## config.mk

```make
export PLATFORM = sky130hd
export DESIGN_NAME = dtyp_front
export DESIGN_NICKNAME = d
export VERILOG_FILES = /design/src/hdl/assert_macros.svh /design/src/hdl/dtyp_pkg.sv /design/src/hdl/dtyp_front.sv
export SDC_FILE = /design/constraint.sdc
export NUM_CORES = 1
export LEC_CHECK = 0
export BUFFER_PORTS_ARGS = -buffer_cell sky130_fd_sc_hd__buf_2
export CORE_MARGIN = 1.5
export CORE_UTILIZATION = 35
export CTS_CLUSTER_SIZE = 16
export DETAILED_ROUTE_END_ITERATION = 8
export HOLD_SLACK_MARGIN = 0.08
export MAX_ROUTING_LAYER = met4
export SLEW_MARGIN = 20
export SYNTH_ARGS = -nofsm -noshare
export SYNTH_HDL_FRONTEND = slang
export SYNTH_SLANG_ARGS = --single-unit
export TNS_END_PERCENT = 5
```

## constraint.sdc

```tcl
create_clock -name clock -period 9.08 [get_ports clock]
set_input_delay 0.454 -clock clock [delete_from_list [all_inputs] [get_ports clock]]
set_output_delay 0.454 -clock clock [all_outputs]
set_load 0.01 [all_outputs]
```

## src/hdl/assert_macros.svh

```systemverilog
// assertion helpers shared by the rtl
`ifndef ASSERT_MACROS_SVH
`define ASSERT_MACROS_SVH

// cond must never hold outside reset
`define ASSERT_NEVER(label, clk, rst, cond, msg) \
   label: assert property (@(posedge clk) disable iff (rst) !(cond)) else $error(msg);

// ante implies cons in the following cycle
`define ASSERT_NEXT(label, clk, rst, ante, cons, msg) \
   label: assert property (@(posedge clk) disable iff (rst) (ante) |=> (cons)) else $error(msg);

`endif

```

## src/hdl/dtyp_pkg.sv

```systemverilog
package dtyp_pkg;

   localparam int COMP_W      = 24;
   localparam int GUARD_BITS  = 26;
   localparam int FRAC_BITS   = 7;
   localparam int STAGES      = 18;
   localparam int ANG_SHIFT   = 24;
   localparam int OUT_W       = 16;
   localparam int CW          = 56;
   localparam int AW          = 33;
   localparam int GAIN_W      = 31;
   localparam int ZK_W        = COMP_W + GAIN_W - (30 - GUARD_BITS);
   localparam int RND_SHIFT   = ANG_SHIFT - FRAC_BITS;
   localparam int Q_DEPTH     = 4;
   localparam int Q_PTR_W     = $clog2(Q_DEPTH);

   localparam logic signed [AW-1:0] DEG90  = AW'(90) <<< ANG_SHIFT;
   localparam logic signed [AW-1:0] DEG180 = AW'(180) <<< ANG_SHIFT;
   localparam logic signed [AW-1:0] DEG270 = AW'(270) <<< ANG_SHIFT;
   localparam logic signed [AW-1:0] DEG360 = AW'(360) <<< ANG_SHIFT;
   localparam logic [OUT_W-1:0] FULL_TURN = OUT_W'(360 << FRAC_BITS);

   // atan(2^-i) in degrees * 2^24
   localparam logic [31:0] ATAN_TAB [32] = '{
      32'd754974720, 32'd445687602, 32'd235489088, 32'd119537938, 32'd60000934,
      32'd30029717, 32'd15018523, 32'd7509720, 32'd3754917, 32'd1877466,
      32'd938734, 32'd469367, 32'd234684, 32'd117342, 32'd58671, 32'd29335,
      32'd14668, 32'd7334, 32'd3667, 32'd1833, 32'd917, 32'd458, 32'd229,
      32'd115, 32'd57, 32'd29, 32'd14, 32'd7, 32'd4, 32'd2, 32'd1, 32'd0
   };

   // cordic gain in q30, sqrt of prod(1 + 4^-i), computed at elaboration
   function automatic logic [63:0] gain_q30_f();
      logic [63:0] k2;
      logic [63:0] v;
      logic [63:0] r;
      logic [63:0] b;
      k2 = 64'd1 << 30;
      for (int i = 0; i < STAGES; i++) begin
         k2 = k2 + (k2 >> (2 * i));
      end
      v = k2 << 30;
      r = 64'd0;
      b = 64'd1 << 62;
      while (b > v) b = b >> 2;
      while (b != 64'd0) begin
         if (v >= r + b) begin
            v = v - (r + b);
            r = (r >> 1) + b;
         end else begin
            r = r >> 1;
         end
         b = b >> 2;
      end
      return r;
   endfunction

   localparam logic [GAIN_W-1:0] GAIN = GAIN_W'(gain_q30_f());

   typedef struct packed {
      logic [COMP_W-1:0] ax;
      logic [COMP_W-1:0] ay;
      logic [ZK_W-1:0]   zk;
      logic              x_neg;
      logic              y_neg;
      logic              z_neg;
      logic              z_pos;
      logic              xy_zero;
   } item_type;

   typedef struct packed {
      logic signed [CW-1:0] x;
      logic signed [CW-1:0] y;
      logic signed [AW-1:0] ang;
      logic signed [AW-1:0] th;
      logic [ZK_W-1:0]      zk;
      logic                 x_neg;
      logic                 y_neg;
      logic                 z_neg;
      logic                 z_pos;
      logic                 xy_zero;
   } stage_type;

   function automatic logic signed [AW-1:0] clamp_f(logic signed [AW-1:0] a);
      logic signed [AW-1:0] r;
      r = a;
      if (a < 0) r = '0;
      if (a > DEG90) r = DEG90;
      return r;
   endfunction

   // one vectoring micro-rotation, shift amount fixed per stage
   function automatic stage_type rot_f(stage_type s, int unsigned i);
      stage_type o;
      logic signed [CW-1:0] dx;
      logic signed [CW-1:0] dy;
      logic signed [AW-1:0] da;
      o  = s;
      dx = s.y >>> i;
      dy = s.x >>> i;
      da = $signed({1'b0, ATAN_TAB[i[4:0]]});
      if (!s.y[CW-1]) begin
         o.x   = s.x + dx;
         o.y   = s.y - dy;
         o.ang = s.ang + da;
      end else begin
         o.x   = s.x - dx;
         o.y   = s.y + dy;
         o.ang = s.ang - da;
      end
      return o;
   endfunction

   // round half up to output scale, 360 wraps to 0
   function automatic logic [OUT_W-1:0] finish_f(logic signed [AW-1:0] a);
      logic [AW-1:0]    rnd;
      logic [OUT_W-1:0] r;
      rnd = $unsigned(a) + (AW'(1) << (RND_SHIFT - 1));
      r   = OUT_W'(rnd >> RND_SHIFT);
      if (r >= FULL_TURN) r = r - FULL_TURN;
      return r;
   endfunction

endpackage

```

## src/hdl/dtyp_front.sv

```systemverilog
module dtyp_front
   import dtyp_pkg::*;
(
   input  logic                 clock,
   input  logic                 reset,
   input  logic                 in_valid,
   output logic                 in_ready,
   input  logic [3*COMP_W-1:0]  in_data,
   output logic                 item_valid,
   input  logic                 item_ready,
   output item_type             item
);

   logic     valid_ff, valid_in;
   item_type item_ff, item_in;
   logic signed [COMP_W-1:0] x, y, z;
   logic [COMP_W+GAIN_W-1:0] zprod;

   always_comb begin
      x = $signed(in_data[COMP_W-1:0]);
      y = $signed(in_data[2*COMP_W-1:COMP_W]);
      z = $signed(in_data[3*COMP_W-1:2*COMP_W]);
      item_in.ax = x[COMP_W-1] ? COMP_W'(-x) : COMP_W'(x);
      item_in.ay = y[COMP_W-1] ? COMP_W'(-y) : COMP_W'(y);
      zprod = (z[COMP_W-1] ? COMP_W'(-z) : COMP_W'(z)) * GAIN;
      item_in.zk = ZK_W'(zprod >> (30 - GUARD_BITS));
      item_in.x_neg = x[COMP_W-1];
      item_in.y_neg = y[COMP_W-1];
      item_in.z_neg = z[COMP_W-1];
      item_in.z_pos = !z[COMP_W-1] && (z != '0);
      item_in.xy_zero = (x == '0) && (y == '0);
   end

   assign in_ready   = !valid_ff || item_ready;
   assign valid_in   = in_ready ? in_valid : valid_ff;
   assign item_valid = valid_ff;
   assign item       = item_ff;

   always_ff @(posedge clock) begin
      if (reset) begin
         valid_ff <= 1'b0;
      end else begin
         valid_ff <= valid_in;
      end
      if (in_ready) begin
         item_ff <= item_in;
      end
   end

endmodule

```

Word-level counts from Yosys, hierarchy flattened
Cells that the tools add are included. Widths: inputs -> output; s select.

Add/sub/neg operators: 3. Multiply operators: 1. Muxes and demuxes: 3. Reductions and logical operators: 8.

Operators by type and width (count): $neg 24->24 (3); $mul 24x31->55 const B (1); $logic_not 24->1 (2); $mux 23 (2); $mux 24 (1); $reduce_bool 24->1 (1); $logic_and 1x1->1 (2); $logic_not 1->1 (2); $logic_or 1x1->1 (1).

Register bits after elaboration: 105. Bits of input ports: 76. Output and inout port bits: 106. Logic and storage cells: 26.

Depth between registers and ports, before layout
Gate-level depths: netlist (run 1).

Depth in word-level cells: 3. Mapped depth: 32. Mapped depth without buffers: 30.

Worst setup path before layout (run 1)
No wires, ideal clock.

Path kind: input to register. Start point: in in_data[50]. End point: reg item_ff (netlist bit item[53]), data pin. Library setup time: 0.259 ns. Data arrival time: 7.657 ns. Required time: 8.821 ns. Slack: 1.164 ns. Stages on the path: 28. Buffers on the path: 1. Cells stage by stage: nor4_1 nand2b_1 nor2_1 nand2_1 or4_1 clkbuf_1 o41ai_1 xnor2_1 ha_1 ha_1 xor2_1 ha_1 inv_1 fa_1 fa_1 fa_1 fa_1 inv_1 ha_1 a21o_1 a31oi_1 nand2b_1 nor3_1 o31ai_1 a21oi_1 o21ai_1 a311o_1 xor2_1.

RTL lines: from (decl) (line dtyp_front.sv:8) `input logic [3*COMP_W-1:0] in_data,`; to (signal assigned) (line dtyp_front.sv:46) `item_ff <= item_in;`; to (decl) (line dtyp_front.sv:15) `item_type item_ff, item_in;`.

==> results.md, run 1 <==
* Critical path class: in -> reg
* H-tree Lvls at 3
* Max Root-Sink Buffers at 2
* Most frequent cells after synthesis: 347 x inv_1, 294 x ha_1, 180 x fa_1
* Syn Nets at 2,008
* Post-CTS resize count at 0
* First-iteration detailed-routing DRC count at 643
* Post-DP HPWL at 34,620 µm
* Peak Freq at 0.1183 GHz
* RSZ-0062 raised after global routing: no
* Status: finished clean
* Hold_ws at 0.2134 ns
* Initial antenna violation count at 0
* Crit path DAT at 8.60 ns
* Clock tree sinks at 105
* Relative slew slack at 0.3340
* Syn. warnings at 0
* GPL Wtd Cong at 0.9493
* Most common cell in the netlist: inv_1
* Hold Vio Cnt, Final at 0
* Area Growth Syn to Fin at 13.58%
* Critical Path RT at 9.22 ns
* Seq cells post-synth at 105
* Fillers at 4,189
* Ports at 182
* DRT Pass-1 Iters at 5
* Die Y-Extent at 210.8 µm
* Die Area at 44,440 µm²
* Worst slew pin tran at 0.9991 ns
* Initial core utilization at 0.3571
* Worst hold path class: in -> reg
* Nets at 2,199
* Final wirelength at 39,730 µm
* FP Rows at 75
* CTS Buf Count at 9
* Antenna viol nets, final at 0
* CP Launch Type: input pin
* Slew Limit Fails at 0
* Number of max-cap violations at 0
* Share of cells above drive strength 1 at 0.1409
* Post-Syn Area per Cell at 10.37 µm²
* Vias in the first global route at 10.94k
* # DRC at 0
* CTS Hold Bufs at 0
* Period utilization at 0.9312
* Core area at 42,320 µm²
* Top-area cell type share of the netlist area at 0.2434
* Die W at 210.8 µm
* Synth unique cells at 50
* Period minus WS final at 8.456 ns
* Critical-path maximum fanout at 6
* Cells after Synth at 1,458
* Max stage delay on crit path at 0.61 ns
* TNS Setup at 0 ns
* All-layer global routing usage at 0.1870
* Number of flops mapped to enable cells by yosys at 104
* Total number of vias at 10.77k
* # Post-CTS Setup Buffers at 0
* Overflow after GRT at 0
* Area leader, netlist: ha_1
* IO buf count at 181
* Root buffer cell: clkbuf_16
* CP max stage cell: or4_1
* Synth Flop Type: edfxtp_1
* Post-synth ARST share at 0
* R2r setup slk at 7.05 ns
* Final setup violation count at 0
* CTS clk-pin slew, worst paths at 0.08 ns
* Pin count of the biggest net entering global routing at 72
* CP Capture Type: flip-flop
* Proportion of synthesized chip area in sequential cells at 0.2079
* Largest cells by area after synthesis: ha_1 24%, fa_1 24%, edfxtp_1 21%
* Worst setup skew after layout at 0.009698 ns
* Via density at 4.825
* Synthesized area at 15,110 µm²
* CTS tree: done
* First-pass GRT wire length at 61,110 µm
* Drt wl/cell at 17.81 µm
* Ant diodes at 0
* Clk_lat worst skew at 0.38 ns
sequential cells by signal, indices dropped and copies added, names as in the netlist:
name and cells:
item_valid 1, item 104
critical path, delay by kind of cell:
kind            cells  cell delay (ns)
fa+ha+maj           8             3.38
simple gates        7             1.83
xor+xnor            3             0.83
buf+inv             4             0.42
compound gates      7             1.64
per-layer routing:
layer / GRT usage / part of all wire / up-vias
met1: 0.2449 / 0.46 / 5281
li1: - / - / 5191
met4: 0.04458 / 0.013 / 0
met3: 0.02111 / 0.041 / 28
met2: 0.3101 / 0.48 / 265
met5: - / 0 / -
metrics by stage:
stage                     setup WS [ns]  utilization  cell area (µm²)  cells
after floorplan                   1.164            -            15110   1458
after global placement           0.3389       0.3978            16840   2215
after detailed placement         0.1811       0.3978            16840   2215
after CTS                        0.6101       0.4056            17170   2231
after global routing             0.1802       0.4056            17170   2231
final                            0.6244       0.4056            17170   2231
final timing paths:
path | end | from | cells after the start
setup / recovery | item[53] | in_data[50] | 29
hold / removal | item_valid | reset | 2
setup reg to reg | item[11] | item_valid | 2
hold reg to reg | item_valid | item_valid | 2
layout make-up:
cell class	instances	area [µm²]	share of cell area
sequential	105	3143	0.1831
clock buffer	9	225.2	0.01312
clock inverter	7	105.1	0.006122
multi-input combinational	981	10580	0.6165
tap	577	721.9	0.04206
timing repair buffer	205	1086	0.06327
inverter	347	1303	0.07587
cell families after synthesis:
group                      Yosys count  share of synthesized area
adders and majority gates          474                     0.4818
buffers and inverters              372                    0.09238
and+or+nand+nor                    195                    0.06581
AOI/OAI and AO/OA                  194                    0.08361
xor gates and xnor gates           117                    0.06780
DFF                                105                     0.2079
muxes                                1                  0.0006623
placed cells by master (no fill, tap or decap), types with 17 or more instances in the layout:
cell | synthesis | layout
fa_1 | 180 | 180
edfxtp_1 | 104 | 104
a21oi_1 | 47 | 47
xor2_1 | 25 | 25
inv_1 | 347 | 347
a21o_1 | 34 | 34
o21ai_0 | 45 | 45
buf_2 | 0 | 181
nand2b_1 | 18 | 17
ha_1 | 294 | 294
nor2_1 | 36 | 36
buf_4 | 0 | 24
nand2_1 | 59 | 59
xnor2_1 | 92 | 92
Power of run 1 is left out: the tool's default activity adds up to more than one toggle a clock period on the data nets, which glitch-free logic cannot reach.
==> run 2, diff against run 1 <==
--- a/config.mk
+++ b/config.mk
@@ -5,6 +5,7 @@
 export SDC_FILE = /design/constraint.sdc
 export NUM_CORES = 1
 export LEC_CHECK = 0
+export ABC_CLOCK_PERIOD_IN_PS = 9950
 export BUFFER_PORTS_ARGS = -buffer_cell sky130_fd_sc_hd__buf_2
 export CORE_MARGIN = 1.5
 export CORE_UTILIZATION = 35
==> constraint.sdc (replaced) <==
create_clock -name clock -period 9.95 [get_ports clock]
set_input_delay 0.4975 -clock clock [delete_from_list [all_inputs] [get_ports clock]]
set_output_delay 0.4975 -clock clock [all_outputs]
set_load 0.01 [all_outputs]
==> results.md, run 2 (synthesis gave the netlist of run 1 again) <==
* Status: finished clean (unchanged)
* Final setup violation count at 0 (unchanged)
* First-pass GRT wire length at 60,520 µm (was 61,110 µm)
* Relative slew slack at 0.3003 (was 0.3340)
* Die W at 210.8 µm (unchanged)
* Clock tree sinks at 105 (unchanged)
* Area Growth Syn to Fin at 13.42% (was 13.58%)
* Period utilization at 0.8686
* RSZ-0062 raised after global routing: no (unchanged)
* Worst path bufs/invs at 3 (was 4)
* # DRC at 0 (unchanged)
* Hold Vio Cnt, Final at 0 (unchanged)
* Root buffer cell: clkbuf_16 (unchanged)
* Hold Path Origin: reset (unchanged)
* Pin count of the biggest net entering global routing at 56 (was 72)
* # Post-CTS Setup Buffers at 0 (unchanged)
* Final wirelength at 39,090 µm (was 39,730 µm)
* Vias in the first global route at 11.05k (was 10.94k)
* Drt wl/cell at 17.54 µm (was 17.81 µm)
* Reg-to-reg critical path startpoint: item_valid (unchanged)
* CTS tree: done (unchanged)
* CP top delay family: adder cells (unchanged)
* R2r setup slk at 7.92 ns (was 7.05 ns)
* Most frequent cells in the layout: 347 x inv_1, 294 x ha_1, 181 x buf_2 (unchanged)
* Critical-path maximum fanout at 8 (was 6)
* Worst hold endpoint: item_valid (unchanged)
* Worst setup skew after layout at 0.01186 ns (was 0.009698 ns)
* First-iteration detailed-routing DRC count at 595 (was 643)
* Ant diodes at 0 (unchanged)
* CP Launch Type: input pin (unchanged)
* Crit path DAT at 8.79 ns (was 8.60 ns)
* CP Capture Type: flip-flop (unchanged)
* Period minus WS final at 8.643 ns
* Initial antenna violation count at 0 (unchanged)
* Ports at 182 (unchanged)
* Nets at 2,196 (was 2,199)
* IO buf count at 181 (unchanged)
* Max stage delay on crit path at 0.60 ns (was 0.61 ns)
* Worst hold path class: in -> reg (unchanged)
* TNS Setup at 0 ns (unchanged)
* FP Rows at 75 (unchanged)
* Slew Limit Fails at 0 (unchanged)
* Overflow after GRT at 0 (unchanged)
* Post-DP HPWL at 34,090 µm (was 34,620 µm)
* Antenna viol nets, final at 0 (unchanged)
* GPL Wtd Cong at 0.9546 (was 0.9493)
* Critical path class: in -> reg (unchanged)
* Path depth of the worst reg2reg path at 2 (unchanged)
* H-tree Lvls at 3 (unchanged)
* Max Root-Sink Buffers at 2 (unchanged)
* R2r endpoint: item[11] (unchanged)
* WHS Path Cells at 2 (unchanged)
* Critical Path RT at 10.10 ns (was 9.22 ns)
* Clk_lat worst skew at 0.40 ns (was 0.38 ns)
* Total number of vias at 10.77k (about the same)
* Max reg flops at 104 (unchanged)
* Initial core utilization at 0.3571 (unchanged)
* All-layer global routing usage at 0.1852 (was 0.1870)
* CP max stage cell: or4_1 (unchanged)
* CTS Buf Count at 9 (unchanged)
* DRT Pass-1 Iters at 5 (unchanged)
* Post-CTS resize count at 0 (unchanged)
* Share of cells above drive strength 1 at 0.1405 (was 0.1409)
* Number of max-cap violations at 0 (unchanged)
* Die Y-Extent at 210.8 µm (unchanged)
* Most common cell after layout, fill and taps aside: inv_1 (unchanged)
* CTS Hold Bufs at 0 (unchanged)
* Peak Freq at 0.1157 GHz
* Die Area at 44,440 µm² (unchanged)
* CTS clk-pin slew, worst paths at 0.09 ns (was 0.08 ns)
* Core area at 42,320 µm² (unchanged)
* Via density at 4.835 (was 4.825)
* Worst slew pin tran at 1.042 ns (was 0.9991 ns)
-- run 2: area by class of cell --
| class | instances | area (µm²) |
|---|---|---|
| tap | 577 | 721.9 |
| sequential | 105 | 3143 |
| clock buffer | 9 | 225.2 |
| inverter | 347 | 1303 |
| timing repair buffer | 202 | 1064 |
| fill | 4201 | 25180 |
| clock inverter | 7 | 88.84 |
| multi-input combinational | 981 | 10600 |
-- run 2: worst max-delay path by stage --
stage	startpoint	endpoint	slack (ns)	cells past startpoint
after global routing	in_data[50]	item[53]	0.79	28
after detailed placement	in_data[50]	item[53]	0.87	28
final	in_data[50]	item[53]	1.31	28
after CTS	in_data[50]	item[53]	1.27	28
after global placement	in_data[50]	item[53]	1.03	28
after floorplan	in_data[50]	item[53]	1.99	28
-- run 2: metrics by stage --
step | util | setup WS (ns) | instances | hold WS (ns) | cell area (µm²)
finish | 0.4051 | 1.307 | 2228 | 0.2541 | 17140
floorplan | - | 1.991 | 1458 | 0.5666 | 15110
detailed placement | 0.3976 | 0.8700 | 2212 | 0.6582 | 16830
global placement | 0.3976 | 1.027 | 2212 | 0.6585 | 16830
global route | 0.4051 | 0.7930 | 2228 | 0.2431 | 17140
CTS | 0.4051 | 1.273 | 2228 | 0.2300 | 17140
-- run 2: routing by layer --
layer	vias up	share of wire	track usage
met5	-	0	-
met2	294	0.47	0.2991
li1	5187	-	-
met3	46	0.046	0.02810
met1	5245	0.46	0.2363
met4	0	0.030	0.06601
Power of run 2 is left out for the same reason.
