==> config.mk <==
export PLATFORM = sky130hd
export DESIGN_NAME = dtyp_queue
export DESIGN_NICKNAME = d
export VERILOG_FILES = /design/src/hdl/dtyp_pkg.sv /design/src/hdl/dtyp_queue.sv
export VERILOG_INCLUDE_DIRS = /design/src /design/src/hdl
export SDC_FILE = /design/constraint.sdc
export NUM_CORES = 1
export LEC_CHECK = 0
export ABC_AREA = 1
export ABC_CLOCK_PERIOD_IN_PS = 5700
export CORE_AREA = 2 2 204 206
export DETAILED_ROUTE_END_ITERATION = 16
export DIE_AREA = 0 0 206 208
export DONT_BUFFER_PORTS = 1
export GPL_TIMING_DRIVEN = 1
export PLACE_DENSITY_LB_ADDON = 0.3
export RECOVER_POWER = 50
export SETUP_SLACK_MARGIN = 0.2
export SYNTH_ARGS = -nofsm -noshare
export SYNTH_HDL_FRONTEND = slang
export SYNTH_SLANG_ARGS = --single-unit
==> constraint.sdc <==
create_clock -name clock -period 5.7 [get_ports clock]
set_clock_uncertainty 0.1 [all_clocks]
set_input_delay 0.855 -clock clock [delete_from_list [all_inputs] [get_ports clock]]
set_output_delay 0.855 -clock clock [all_outputs]
set_load 0.005 [all_outputs]
==> src/hdl/assert_macros.svh <==
// assertion helpers shared by the rtl
`ifndef ASSERT_MACROS_SVH
`define ASSERT_MACROS_SVH

// cond must never hold outside reset
`define ASSERT_NEVER(label, clk, rst, cond, msg) \
   label: assert property (@(posedge clk) disable iff (rst) !(cond)) else $error(msg);

// ante implies cons in the following cycle
`define ASSERT_NEXT(label, clk, rst, ante, cons, msg) \
   label: assert property (@(posedge clk) disable iff (rst) (ante) |=> (cons)) else $error(msg);

`endif

==> src/hdl/dtyp_pkg.sv <==
package dtyp_pkg;

   localparam int COMP_W      = 24;
   localparam int GUARD_BITS  = 26;
   localparam int FRAC_BITS   = 7;
   localparam int STAGES      = 18;
   localparam int ANG_SHIFT   = 24;
   localparam int OUT_W       = 16;
   localparam int CW          = 56;
   localparam int AW          = 33;
   localparam int GAIN_W      = 31;
   localparam int ZK_W        = COMP_W + GAIN_W - (30 - GUARD_BITS);
   localparam int RND_SHIFT   = ANG_SHIFT - FRAC_BITS;
   localparam int Q_DEPTH     = 4;
   localparam int Q_PTR_W     = $clog2(Q_DEPTH);

   localparam logic signed [AW-1:0] DEG90  = AW'(90) <<< ANG_SHIFT;
   localparam logic signed [AW-1:0] DEG180 = AW'(180) <<< ANG_SHIFT;
   localparam logic signed [AW-1:0] DEG270 = AW'(270) <<< ANG_SHIFT;
   localparam logic signed [AW-1:0] DEG360 = AW'(360) <<< ANG_SHIFT;
   localparam logic [OUT_W-1:0] FULL_TURN = OUT_W'(360 << FRAC_BITS);

   // atan(2^-i) in degrees * 2^24
   localparam logic [31:0] ATAN_TAB [32] = '{
      32'd754974720, 32'd445687602, 32'd235489088, 32'd119537938, 32'd60000934,
      32'd30029717, 32'd15018523, 32'd7509720, 32'd3754917, 32'd1877466,
      32'd938734, 32'd469367, 32'd234684, 32'd117342, 32'd58671, 32'd29335,
      32'd14668, 32'd7334, 32'd3667, 32'd1833, 32'd917, 32'd458, 32'd229,
      32'd115, 32'd57, 32'd29, 32'd14, 32'd7, 32'd4, 32'd2, 32'd1, 32'd0
   };

   // cordic gain in q30, sqrt of prod(1 + 4^-i), computed at elaboration
   function automatic logic [63:0] gain_q30_f();
      logic [63:0] k2;
      logic [63:0] v;
      logic [63:0] r;
      logic [63:0] b;
      k2 = 64'd1 << 30;
      for (int i = 0; i < STAGES; i++) begin
         k2 = k2 + (k2 >> (2 * i));
      end
      v = k2 << 30;
      r = 64'd0;
      b = 64'd1 << 62;
      while (b > v) b = b >> 2;
      while (b != 64'd0) begin
         if (v >= r + b) begin
            v = v - (r + b);
            r = (r >> 1) + b;
         end else begin
            r = r >> 1;
         end
         b = b >> 2;
      end
      return r;
   endfunction

   localparam logic [GAIN_W-1:0] GAIN = GAIN_W'(gain_q30_f());

   typedef struct packed {
      logic [COMP_W-1:0] ax;
      logic [COMP_W-1:0] ay;
      logic [ZK_W-1:0]   zk;
      logic              x_neg;
      logic              y_neg;
      logic              z_neg;
      logic              z_pos;
      logic              xy_zero;
   } item_type;

   typedef struct packed {
      logic signed [CW-1:0] x;
      logic signed [CW-1:0] y;
      logic signed [AW-1:0] ang;
      logic signed [AW-1:0] th;
      logic [ZK_W-1:0]      zk;
      logic                 x_neg;
      logic                 y_neg;
      logic                 z_neg;
      logic                 z_pos;
      logic                 xy_zero;
   } stage_type;

   function automatic logic signed [AW-1:0] clamp_f(logic signed [AW-1:0] a);
      logic signed [AW-1:0] r;
      r = a;
      if (a < 0) r = '0;
      if (a > DEG90) r = DEG90;
      return r;
   endfunction

   // one vectoring micro-rotation, shift amount fixed per stage
   function automatic stage_type rot_f(stage_type s, int unsigned i);
      stage_type o;
      logic signed [CW-1:0] dx;
      logic signed [CW-1:0] dy;
      logic signed [AW-1:0] da;
      o  = s;
      dx = s.y >>> i;
      dy = s.x >>> i;
      da = $signed({1'b0, ATAN_TAB[i[4:0]]});
      if (!s.y[CW-1]) begin
         o.x   = s.x + dx;
         o.y   = s.y - dy;
         o.ang = s.ang + da;
      end else begin
         o.x   = s.x - dx;
         o.y   = s.y + dy;
         o.ang = s.ang - da;
      end
      return o;
   endfunction

   // round half up to output scale, 360 wraps to 0
   function automatic logic [OUT_W-1:0] finish_f(logic signed [AW-1:0] a);
      logic [AW-1:0]    rnd;
      logic [OUT_W-1:0] r;
      rnd = $unsigned(a) + (AW'(1) << (RND_SHIFT - 1));
      r   = OUT_W'(rnd >> RND_SHIFT);
      if (r >= FULL_TURN) r = r - FULL_TURN;
      return r;
   endfunction

endpackage

==> src/hdl/dtyp_queue.sv <==
`include "assert_macros.svh"

module dtyp_queue
   import dtyp_pkg::*;
(
   input  logic     clock,
   input  logic     reset,
   input  logic     push_valid,
   output logic     push_ready,
   input  item_type push_item,
   output logic     pop_valid,
   input  logic     pop_ready,
   output item_type pop_item
);

   item_type mem_ff [Q_DEPTH];
   logic [Q_PTR_W-1:0] wr_ff, wr_in, rd_ff, rd_in;
   logic [Q_PTR_W:0]   cnt_ff, cnt_in;
   logic push, pop;

   assign push_ready = (cnt_ff != (Q_PTR_W+1)'(Q_DEPTH));
   assign pop_valid  = (cnt_ff != '0);
   assign pop_item   = mem_ff[rd_ff];
   assign push = push_valid && push_ready;
   assign pop  = pop_valid && pop_ready;

   always_comb begin
      wr_in  = push ? wr_ff + 1'b1 : wr_ff;
      rd_in  = pop ? rd_ff + 1'b1 : rd_ff;
      cnt_in = cnt_ff + (Q_PTR_W+1)'(push) - (Q_PTR_W+1)'(pop);
   end

   always_ff @(posedge clock) begin
      if (reset) begin
         wr_ff  <= '0;
         rd_ff  <= '0;
         cnt_ff <= '0;
      end else begin
         wr_ff  <= wr_in;
         rd_ff  <= rd_in;
         cnt_ff <= cnt_in;
      end
      if (push) begin
         mem_ff[wr_ff] <= push_item;
      end
   end

   `ASSERT_NEVER(a_cnt_range, clock, reset, cnt_ff > (Q_PTR_W+1)'(Q_DEPTH), "queue count out of range")
   `ASSERT_NEVER(a_ptr_sync, clock, reset, Q_PTR_W'(wr_ff - rd_ff) != cnt_ff[Q_PTR_W-1:0], "queue pointers disagree with count")
   `ASSERT_NEXT(a_push_only, clock, reset, push && !pop, cnt_ff == $past(cnt_ff) + 1'b1, "push lost")

endmodule

Word-level counts from Yosys, hierarchy flattened
Memories as Yosys holds them, arrays and structs flattened. A register that Yosys moved wholly into a read port is not among the register bits.
Index checks and enable logic that the tools add are counted.

storage, ports and cells
  memories = 1
  bits in writable memories = 416
  output and inout port bits = 106
  register bits after elaboration = 7
  input bits = 108

cells by class
  reductions and logical operators = 3
  add/sub/neg operators = 4
  mux-type cells = 4
  equality and inequality tests = 1

memory list
  name    depth  bits a word  rd ports  clocked after Yosys merged registers in  write ports  RTL line          source
  mem_ff  4      104          1         1                                        1            dtyp_queue.sv:16  item_type mem_ff [Q_DEPTH];

operator list
  operator                                       count
  adder 2 x 1 -> 2 bit (second input constant)   2
  2-to-1 mux 2 bit                               2
  adder 3 x 1 -> 3 bit                           1
  inequality test 3 bit (second input constant)  1
  nonzero test 3 bit                             1
  subtractor 3 x 1 -> 3 bit                      1
  logical AND 1 bit                              2
  2-to-1 mux 1 bit                               2

Logic depth before layout (Yosys ltp)
Gate-level depths: netlist of the first run.

  word-level depth = 4
  depth in mapped cells = 10
  gate-level depth less buffers = 10

Worst setup path before layout of the first run
No wires, ideal clock.

  kind = in2reg
  from = input port push_valid
  to = memory mem_ff[0][0] (netlist bit) (enable)
  data arrival time = 5.302 ns
  required time = 5.032 ns
  path buffers = 0
  stages on the path = 2
  slack = -0.270 ns
  cells stage by stage = nand2_1 -> nor2_1

between the ends
  longest elaborated chain between the ends = 3

RTL lines
  element                                 RTL line          source
  start: declaration                      dtyp_queue.sv:8   input logic push_valid,
  logical AND 1 bit                       dtyp_queue.sv:24  assign push = push_valid && push_ready;
  2-to-1 mux 1 bit                        dtyp_queue.sv:43  if (push) begin
  2-to-1 mux 1 bit (implied by the code)  dtyp_queue.sv:44  mem_ff[wr_ff] <= push_item;
  end: declaration                        dtyp_queue.sv:16

No other way between the ends.

==> out/qor.csv, run 1 <==
metric,value,unit
status,"finished, violations left",
failing checks,"max-capacitance violations, max-slew violations",
IO buf count,0,
"most common cell after layout, fill and taps aside",edfxtp_1,
final non-filler cell area,0.0178,mm²
clock buffer count from CTS,44,
synth top area cells,"edfxtp_1, o21ai_0, nor2_1",
CP Max Fanout,106,
Buf/Inv on CP,2,
HP Class,input port to register,
IO Count,214,
Clock Power Share,34.3,%
normalized max-slew margin,-60.1,%
hold slack,0.270,ns
fin util,44.0,%
Comb pwr share,16.5,%
FP Rows,74,
"Cell Area, Synth",0.0160,mm²
GRT Util Overall,15.7,%
r2r setup slk,2.21,ns
Cell Int Power,5790,µW
synthesized flop and latch total,425,
Seq. cell area,0.0127,mm²
antenna cell count,0,
largest net degree at the start of global routing,107,
sequential area share after synthesis,79.0,%
Critical Path AT,2.84,ns
most frequent cells in the layout,"edfxtp_1, nor2_1, o21ai_0",
final setup fails,0,
Post-Place Setup Slack,2.40,ns
CTS clock-pin slew for the worst setup and hold paths,0.06,ns
Critical Path Sink Type,output pin,
Die W,206,µm
r2r startpoint,cnt_ff[1],
Multi-input gate area,0.00290,mm²
Critical Path Sink,pop_item[40],
total congestion overflow,0,
Initial Util,39.6,%
crit share post-route,66.6,%
final setup margin,1.90,ns
# DRC,0,
Fillers,3591,
Synth Net Count,1185,
setup repair bufs after CTS,0,
worst skew pair latency,0.54,ns
Synth warnings,0,
Worst Setup Start Kind,register,
layout cells sized above 1,11.0,%
Hold Path Depth,1,
CTS Sinks,425,
"slowest stage delay, CP",0.68,ns
worst-case reg-to-reg path depth,5,
vias per inst,5.27,
post-cts resize count,0,
Clock Tree Root,clkbuf_16,
core area,0.0406,mm²
Slew Limit Fails,98,
DR iter-0 viols,432,
Worst path depth,4,
Final HPWL DP,18900,µm
area share of the largest cell type after synthesis,77.9,%
clock tree buffer depth,3,
initial antenna violation count,0,
Mapped Cells,1070,
first-pass GRT wire length,51000,µm
"Area growth, synth to finish",11.2,%
RSZ-0062 raised after global routing,false,
Netlist cell types,23,
antenna-violating nets left,0,
Slew @ Worst Pin,2.40,ns
top cell type by total area after synthesis,edfxtp_1,
Fin. Hold Viols,0,
mean routed wirelength per cell,20.9,µm
fin crit period,3.80,ns
Vias,8586,
Setup TNS Final,0,ns
CP required,4.74,ns
die area,0.0428,mm²
power density over the cells,449,mW/mm²
Max IR drop VDD,0.000297,V
number of global-route vias before repair,8640,
CTS tree,yes,
max-cap violations,3,
Seq pwr share,49.3,%
drt pass-1 iters,4,
Routed Wire Length,34000,µm
nets,1180,
switching share of power,27.7,%
"Cell Area, Placed",0.0165,mm²
Syn Area/Cell,15.0,µm²
Placer Congestion,0.714,
Net Sw Power,2220,µW
Highest Clock Rate,0.263,GHz
slowest library cell on the worst path,inv_6,
"critical path, cell by cell","inv_6, buf_4, o21ai_0, o22ai_1",
P_leak,0.00572,µW
Crit Path Class,register to output pin,
CTS Hold Bufs,0,
Die Ht,208,µm
htree depth,2,
Worst path top cell family by delay,buffers and inverters,
Crit Reg-Reg Endpoint,mem_ff[3][62],
[cells in the mapped netlist]
cell type  instances
a21boi_0           2
a21oi_1            4
buf_2             19
buf_4              2
buf_6             16
buf_8              1
clkbuf_1          25
clkbuf_2           4
dfxtp_1            9
edfxtp_1         416
fa_1               1
ha_1               6
inv_1             14
inv_2              1
inv_6              1
nand2_1           12
nand3_1            3
nor2_1           202
nor2_2            19
o21ai_0          182
o21ai_1           27
o22ai_1           84
o22ai_2           20
[sequential cells by signal, summed over array words and instances (netlist names), named ones only]
name	count
mem_ff	416
cnt_ff	3
rd_ff	2
wr_ff	2
[routing by layer]
layer	vias to the layer above	wire (µm)	GRT usage (%)
li1	4022	-	-
met1	4274	14200	19.4
met2	244	15800	24.9
met3	46	3460	7.19
met4	0	588	4.06
met5	-	0	0.461
[cell type report]
class                      instances  area share, %
clock buffer                      55           6.58
clock inverter                    23           1.19
inverter                          16          0.372
multi-input combinational        562           16.3
sequential                       425           71.1
tap                              532           3.73
timing repair buffer              16          0.751
[worst min-delay path by stage]
stage	from	endpoint	slack (ns)
after floorplan	rd_ff[0]	register	0.35
after global placement	rd_ff[0]	rd_ff[0]	0.40
after detailed placement	rd_ff[0]	rd_ff[0]	0.39
after CTS	reset	cnt_ff[1]	0.23
after global routing	reset	cnt_ff[1]	0.23
final	reset	cnt_ff[1]	0.27
[power by group through the flow]
stage / Clock (µW) / Sequential, µW / Combinational (µW)
finish: 2740 / 3950 / 1320
global route: 2960 / 3980 / 1480
global placement: 0 / 4010 / 1350
CTS: 2830 / 3950 / 1370
detailed placement: 0 / 4020 / 1370
floorplan: 0 / 3980 / 1060
[per-stage QoR]
step / power (µW) / instances
finish: 8010 / 1629
global route: 8430 / 1629
CTS: 8150 / 1629
detailed placement: 5380 / 1551
global placement: 5350 / 1551
floorplan: 5050 / 1070
[logic make-up (layout without fill, tap and decap cells)]
logic type	after synthesis	count (layout)	share of synthesized area (%)
buf+inv	83	110	3.02
fa+ha+maj	7	7	0.593
flops	425	425	79.0
compound gates	319	319	11.6
simple gates	236	236	5.84
Note: power is estimated with default switching activity, not from simulation.
==> run 2, diff against run 1 <==
--- a/config.mk
+++ b/config.mk
@@ -7,7 +7,7 @@
 export NUM_CORES = 1
 export LEC_CHECK = 0
 export ABC_AREA = 1
-export ABC_CLOCK_PERIOD_IN_PS = 5700
+export ABC_CLOCK_PERIOD_IN_PS = 3200
 export CORE_AREA = 2 2 204 206
 export DETAILED_ROUTE_END_ITERATION = 16
 export DIE_AREA = 0 0 206 208
==> constraint.sdc (replaced) <==
create_clock -name clock -period 3.2 [get_ports clock]
set_clock_uncertainty 0.1 [all_clocks]
set_input_delay 0.48 -clock clock [delete_from_list [all_inputs] [get_ports clock]]
set_output_delay 0.48 -clock clock [all_outputs]
set_load 0.005 [all_outputs]
==> run 2 against run 1 <==
The run now ends clean. Combinational power increased by 110%. Count of clock-buffer cells in the layout decreased by 1. Die area unchanged. Non-clock buffer count increased by 110. Highest routed layer is now met5.
==> out/qor.csv, run 2 (synthesized netlist as in run 1, its figures left out) <==
metric,value,unit,change
status,"finished, final reports clean",,"was finished, violations left"
RSZ-0062 raised after global routing,false,,unchanged
Die W,206,µm,unchanged
final setup fails,0,,unchanged
count of non-filler cells in the finished layout,1744,,"was 1,629"
IO Count,214,,unchanged
min-delay src,reset,,unchanged
P_leak,0.00625,µW,was 0.00572 µW
clock tree buffer depth,3,,unchanged
setup repair bufs after CTS,0,,unchanged
Die Ht,208,µm,unchanged
# DRC,0,,unchanged
Highest Clock Rate,0.362,GHz,
Largest regs,"mem_ff (416), cnt_ff (3)",,unchanged
Clock Tree Root,clkbuf_16,,unchanged
Setup TNS Final,0,ns,unchanged
htree depth,2,,unchanged
Worst Setup Start Kind,register,,unchanged
CP required,2.62,ns,was 4.74 ns
first-pass GRT wire length,52300,µm,"was 51,000 µm"
IO buf count,0,,unchanged
total power,14800,µW,was 8010 µW
Critical Path Sink Type,output pin,,unchanged
crit share post-route,86.2,%,
CP Max Fanout,25,,was 106
total congestion overflow,0,,unchanged
worst skew pair latency,0.54,ns,about the same
clock buffer count from CTS,45,,was 44
die area,0.0428,mm²,unchanged
GRT Util Overall,16.0,%,was 15.7%
max-cap violations,0,,was 3
number of global-route vias before repair,8851,,"was 8,640"
DR iter-0 viols,551,,was 432
antenna-violating nets left,0,,unchanged
Routed Wire Length,34600,µm,"was 34,000 µm"
Max IR drop VDD,0.000626,V,was 0.000297 V
r2r startpoint,cnt_ff[1],,unchanged
"most common cell after layout, fill and taps aside",edfxtp_1,,unchanged
most frequent cells in the layout,"edfxtp_1, nor2_1, o21ai_0",,unchanged
Seq. cell area,0.0127,mm²,unchanged
Initial Util,39.6,%,unchanged
Slew Limit Fails,0,,was 98
initial antenna violation count,4,,was 0
normalized max-slew margin,10.1,%,was -60.1%
Multi-input gate area,0.00291,mm²,was 0.00290 mm²
drt pass-1 iters,5,,was 4
CTS Sinks,425,,unchanged
vias per inst,5.19,,was 5.27
CTS clock-pin slew for the worst setup and hold paths,0.06,ns,about the same
fin crit period,2.76,ns,
"Area growth, synth to finish",19.1,%,was 11.2%
HP Class,input port to register,,unchanged
Placed Instances,1554,,"was 1,551"
Fillers,3502,,"was 3,591"
mean routed wirelength per cell,19.8,µm,was 20.9 µm
Placer Congestion,0.707,,was 0.714
layout cells sized above 1,10.9,%,was 11.0%
FP Rows,74,,unchanged
nets,1291,,"was 1,180"
max reg flops,416,,unchanged
final non-filler cell area,0.0191,mm²,was 0.0178 mm²
Slew @ Worst Pin,1.35,ns,was 2.40 ns
power density over the cells,774,mW/mm²,was 449 mW/mm²
core area,0.0406,mm²,unchanged
Vias,9059,,"was 8,586"
Final HPWL DP,18300,µm,"was 18,900 µm"
Crit Path Class,register to output pin,,unchanged
Largest Register,mem_ff,,unchanged
CTS tree,yes,,unchanged
"Cell Area, Placed",0.0166,mm²,was 0.0165 mm²
fin util,47.1,%,was 44.0%
largest net degree at the start of global routing,123,,was 107
Critical Path AT,2.18,ns,was 2.84 ns
Fin. Hold Viols,0,,unchanged
run 2: cell types whose count changed in the layout (fill, tap and decap cells not counted):
| cell | change |
|---|---|
| buf_12 | +7 |
| buf_2 | +2 |
| buf_4 | -5 |
| buf_6 | +1 |
| bufinv_16 | +2 |
| clkbuf_1 | -5 |
| clkbuf_4 | +1 |
| clkbuf_8 | +1 |
| clkinv_2 | -1 |
| clkinvlp_4 | +2 |
| diode_2 | +3 |
| dlygate4sd3_1 | +107 |
| nor2_1 | -1 |
| nor2_4 | +1 |
run 2: cell type report:
class / count / area share [%]
Clock buffer: 54 / 6.17
Sequential cell: 425 / 66.3
Tap cell: 532 / 3.48
Timing Repair Buffer: 126 / 6.93
Inverter: 16 / 0.347
Clock inverter: 26 / 1.47
Multi-Input combinational cell: 562 / 15.2
Antenna cell: 3 / 0.0393
run 2: per-stage QoR:
step | setup WS [ns] | hold WS [ns]
after CTS | 0.361 | 0.0301
after floorplan | -0.845 | 0.348
final | 0.441 | 0.0771
after global placement | 0.783 | 0.364
after global routing | 0.199 | 0.0587
after detailed placement | 0.776 | 0.385
run 2: worst max-delay path, stage by stage (launching register included):
cell and delay, ns:
dfxtp_4 0.44, clkinv_2 0.09, buf_4 0.26, buf_4 0.34
o21ai_0 0.15, o22ai_1 0.30
run 2: worst paths after layout:
kind	slack [ns]	cells after the start	end
max	0.44	5	pop_item[61]
min	0.08	3	wr_ff[0]
max reg2reg	0.51	5	mem_ff[3][69]
min reg2reg	0.40	2	rd_ff[0]
run 2: metal layers:
metal	share of wire [%]	vias up	wire, µm	GRT usage, %
met5	0.038	-	13	0
met2	47	294	16300	25.2
met4	2.1	2	724	5.10
met1	42	4468	14600	20.9
li1	-	4244	-	-
met3	8.7	51	3010	5.06
run 2: power breakdown:
| group | internal, µW | leakage [µW] | total [µW] | switching [µW] |
|---|---|---|---|---|
| Combinational | 774 | 0.00164 | 2710 | 1940 |
| Sequential | 6780 | 0.00389 | 6940 | 152 |
| Clock | 3100 | 0.000719 | 5160 | 2050 |
run 2: timing repair:
action                                 CTS  global route
hold buffers                           107             0
endpoints found under the hold margin  421             0
setup endpoints to repair                0             1
gates resized for setup                  0             1
==> run 3, diff against run 2 <==
--- a/config.mk
+++ b/config.mk
@@ -6,11 +6,10 @@
 export SDC_FILE = /design/constraint.sdc
 export NUM_CORES = 1
 export LEC_CHECK = 0
-export ABC_AREA = 1
 export ABC_CLOCK_PERIOD_IN_PS = 3200
-export CORE_AREA = 2 2 204 206
+export CORE_AREA = 2 2 200 202
 export DETAILED_ROUTE_END_ITERATION = 16
-export DIE_AREA = 0 0 206 208
+export DIE_AREA = 0 0 202 204
 export DONT_BUFFER_PORTS = 1
 export GPL_TIMING_DRIVEN = 1
 export PLACE_DENSITY_LB_ADDON = 0.3
==> run 3 against run 2 <==
Die area shrank 3.8%. Non-clock buffer count shrank 5. Cell area shrank 3.4%. Count of clock-buffer cells in the layout shrank 1. First-iteration DRC count shrank 32%. Worst hold slack lost 0.035 ns. Fmax shrank 3.0%. Sequential share of layout area grew 2.3 points. Register-to-register slack lost 0.16 ns. Power shrank 4.1%. Critical path depth is the same.
==> out/qor.csv, run 3 <==
metric,value,unit,change
r2r startpoint,cnt_ff[1],,unchanged
total power,14200,µW,"was 14,800 µW"
P_leak,0.00572,µW,was 0.00625 µW
status,"finished, final reports clean",,unchanged
Initial Util,39.5,%,was 39.6%
Setup TNS Final,0,ns,unchanged
htree depth,2,,unchanged
crit share post-route,88.9,%,was 86.2%
"Cell Area, Synth",0.0155,mm²,was 0.0160 mm²
CP Max Fanout,47,,was 25
drt pass-1 iters,4,,was 5
"critical path, cell by cell","nor2_1, a21boi_0, clkbuf_1, and2_0, buf_2",,"was clkinv_2, buf_4, buf_4, o21ai_0, o22ai_1"
vias per inst,5.04,,was 5.19
final setup fails,0,,unchanged
Fin. Hold Viols,0,,unchanged
IO buf count,0,,unchanged
Critical Path AT,2.89,ns,was 2.18 ns
IO Count,214,,unchanged
most frequent cell after synthesis,edfxtp_1,,unchanged
synth top area cells,"edfxtp_1, mux4_2, dfxtp_1",,"was edfxtp_1, o21ai_0, nor2_1"
DR iter-0 viols,374,,was 551
Syn Area/Cell,26.1,µm²,was 15.0 µm²
Final HPWL DP,17400,µm,"was 18,300 µm"
Fillers,3130,,"was 3,502"
largest net degree at the start of global routing,61,,was 123
sequential area share after synthesis,81.8,%,was 79.0%
most frequent cells in the layout,"edfxtp_1, dlygate4sd3_1, mux4_2",,"was edfxtp_1, nor2_1, o21ai_0"
layout cells sized above 1,23.7,%,was 10.9%
Largest Register,mem_ff,,unchanged
post-cts resize count,0,,unchanged
"Primary FF master, synth",edfxtp_1,,unchanged
hold slack,0.0417,ns,was 0.0771 ns
total congestion overflow,0,,unchanged
Mapped Cells,593,,"was 1,070"
Buf/Inv on CP,2,,was 3
Largest regs,"mem_ff (416), cnt_ff (3)",,unchanged
Placer Congestion,0.696,,was 0.707
Vias,6505,,"was 9,059"
Worst Setup Start Kind,register,,unchanged
# DRC,0,,unchanged
max reg flops,416,,unchanged
synthesized flop and latch total,425,,unchanged
Slew @ Worst Pin,1.28,ns,was 1.35 ns
r2r setup slk,0.35,ns,was 0.51 ns
Hold Path Depth,2,,was 3
fin crit period,2.85,ns,was 2.76 ns
Synth Net Count,708,,"was 1,185"
HP Class,input port to register,,unchanged
Multi-input gate area,0.00261,mm²,was 0.00291 mm²
Async SR Flop Fraction,0,%,unchanged
"Area growth, synth to finish",19.2,%,was 19.1%
Die Ht,204,µm,was 208 µm
slowest library cell on the worst path,buf_2,,was dfxtp_4
clock tree buffer depth,3,,unchanged
Highest Clock Rate,0.351,GHz,was 0.362 GHz
mean routed wirelength per cell,22.4,µm,was 19.8 µm
Slew Limit Fails,0,,unchanged
Seq. cell area,0.0127,mm²,unchanged
setup repair bufs after CTS,0,,unchanged
normalized max-slew margin,15.0,%,was 10.1%
CTS tree,yes,,unchanged
Crit Path Class,register to register,,was register to output pin
Die W,202,µm,was 206 µm
power density over the cells,769,mW/mm²,was 774 mW/mm²
initial antenna violation count,3,,was 4
CTS clock-pin slew for the worst setup and hold paths,0.06,ns,about the same
Synth warnings,0,,unchanged
"EDFF count, synth",416,,unchanged
RSZ-0062 raised after global routing,false,,unchanged
Routed Wire Length,28900,µm,"was 34,600 µm"
worst-case reg-to-reg path depth,5,,unchanged
max-cap violations,0,,unchanged
antenna-violating nets left,0,,unchanged
nets,848,,"was 1,291"
"most common cell after layout, fill and taps aside",edfxtp_1,,unchanged
first-pass GRT wire length,44000,µm,"was 52,300 µm"
area share of the largest cell type after synthesis,80.6,%,was 77.9%
CTS Sinks,425,,unchanged
"slowest stage delay, CP",0.98,ns,was 0.44 ns
min-delay src,reset,,unchanged
core area,0.0392,mm²,was 0.0406 mm²
top cell type by total area after synthesis,edfxtp_1,,unchanged
GRT Util Overall,14.2,%,was 16.0%
CP required,3.25,ns,was 2.62 ns
hold path endpoint,wr_ff[1],,was wr_ff[0]
number of global-route vias before repair,7148,,"was 8,851"
Netlist cell types,24,,was 23
Max IR drop VDD,0.000461,V,was 0.000626 V
worst skew pair latency,0.54,ns,about the same
clock buffer count from CTS,42,,was 45
FP Rows,73,,was 74
synth cell count leaders,"edfxtp_1, mux4_2, buf_2",,"was edfxtp_1, nor2_1, o21ai_0"
Crit Reg-Reg Endpoint,mem_ff[1][51],,was mem_ff[3][69]
Clock Tree Root,clkbuf_16,,unchanged
die area,0.0412,mm²,was 0.0428 mm²
Critical Path Sink Type,register,,was output pin
Worst path top cell family by delay,buffers and inverters,,unchanged
[run 3: cell count changes in the layout (fill, tap and decap cells not counted), sizes merged, moves of 4 or more]
cell    before  now
inv         15    7
mux4         0  104
nor2       221    8
buf         18   12
a21oi        4    0
o21ai      209    0
bufinv       6    1
o22ai      104    0
nand2       12    1
and2         0    5
[run 3: cell families (layout without fill, tap and decap cells)]
kind of cell	Yosys count	after routing	share of synthesized area (%)
buf+inv	30	201	1.37
mux	106	106	15.3
other cells	0	1	0
fa+ha+maj	7	7	0.614
xor+xnor	3	3	0.170
flops	425	425	81.8
compound gates	3	3	0.162
simple gates	19	19	0.614
[run 3: worst max-delay path by stage]
stage / start / endpoint / cells after the start
finish: cnt_ff[1] / mem_ff[1][51] / 5
detailed placement: cnt_ff[1] / cnt_ff[2] / 12
global placement: cnt_ff[1] / cnt_ff[2] / 12
floorplan: cnt_ff[1] / mem_ff[0][0] / 3
global route: cnt_ff[1] / mem_ff[1][56] / 5
CTS: register / pop_item[10] / 2
[run 3: metal layers]
| metal | global-route usage (%) | up-vias | wire length, µm |
|---|---|---|---|
| met4 | 5.17 | 4 | 692 |
| met5 | 0 | - | 26 |
| met1 | 18.3 | 3430 | 12000 |
| met3 | 4.93 | 51 | 2400 |
| li1 | - | 2824 | - |
| met2 | 22.5 | 196 | 13700 |
[run 3: layout make-up]
type / count / area share (%)
well taps: 525 / 3.56
inverters: 5 / 0.102
multi-input cells: 138 / 14.1
clock inverters: 22 / 0.752
flip-flops and latches: 425 / 68.7
repair buffers: 121 / 6.77
clock buffers: 53 / 6.03
diodes: 1 / 0.0136
[run 3: timing repair]
item,CTS,global route
endpoints found under the hold margin,424,0
setup endpoints to repair,0,0
hold buffers,105,0
[run 3: power by group]
group | switching, µW | internal [µW] | total [µW]
sequential | 261 | 6830 | 7090
combinational | 1380 | 1250 | 2630
clock | 1930 | 2550 | 4480
total | 3570 | 10600 | 14200
[run 3: stage by stage]
| stage | area, µm² | cells | util, % | worst slack, ns |
|---|---|---|---|---|
| floorplan | 15500 | 593 | - | 0.461 |
| global placement | 16200 | 1109 | 41.4 | 0.786 |
| detailed placement | 16200 | 1109 | 41.4 | 0.673 |
| CTS | 18500 | 1289 | 47.3 | 0.321 |
| global route | 18500 | 1289 | 47.1 | 0.143 |
| finish | 18500 | 1290 | 47.1 | 0.355 |
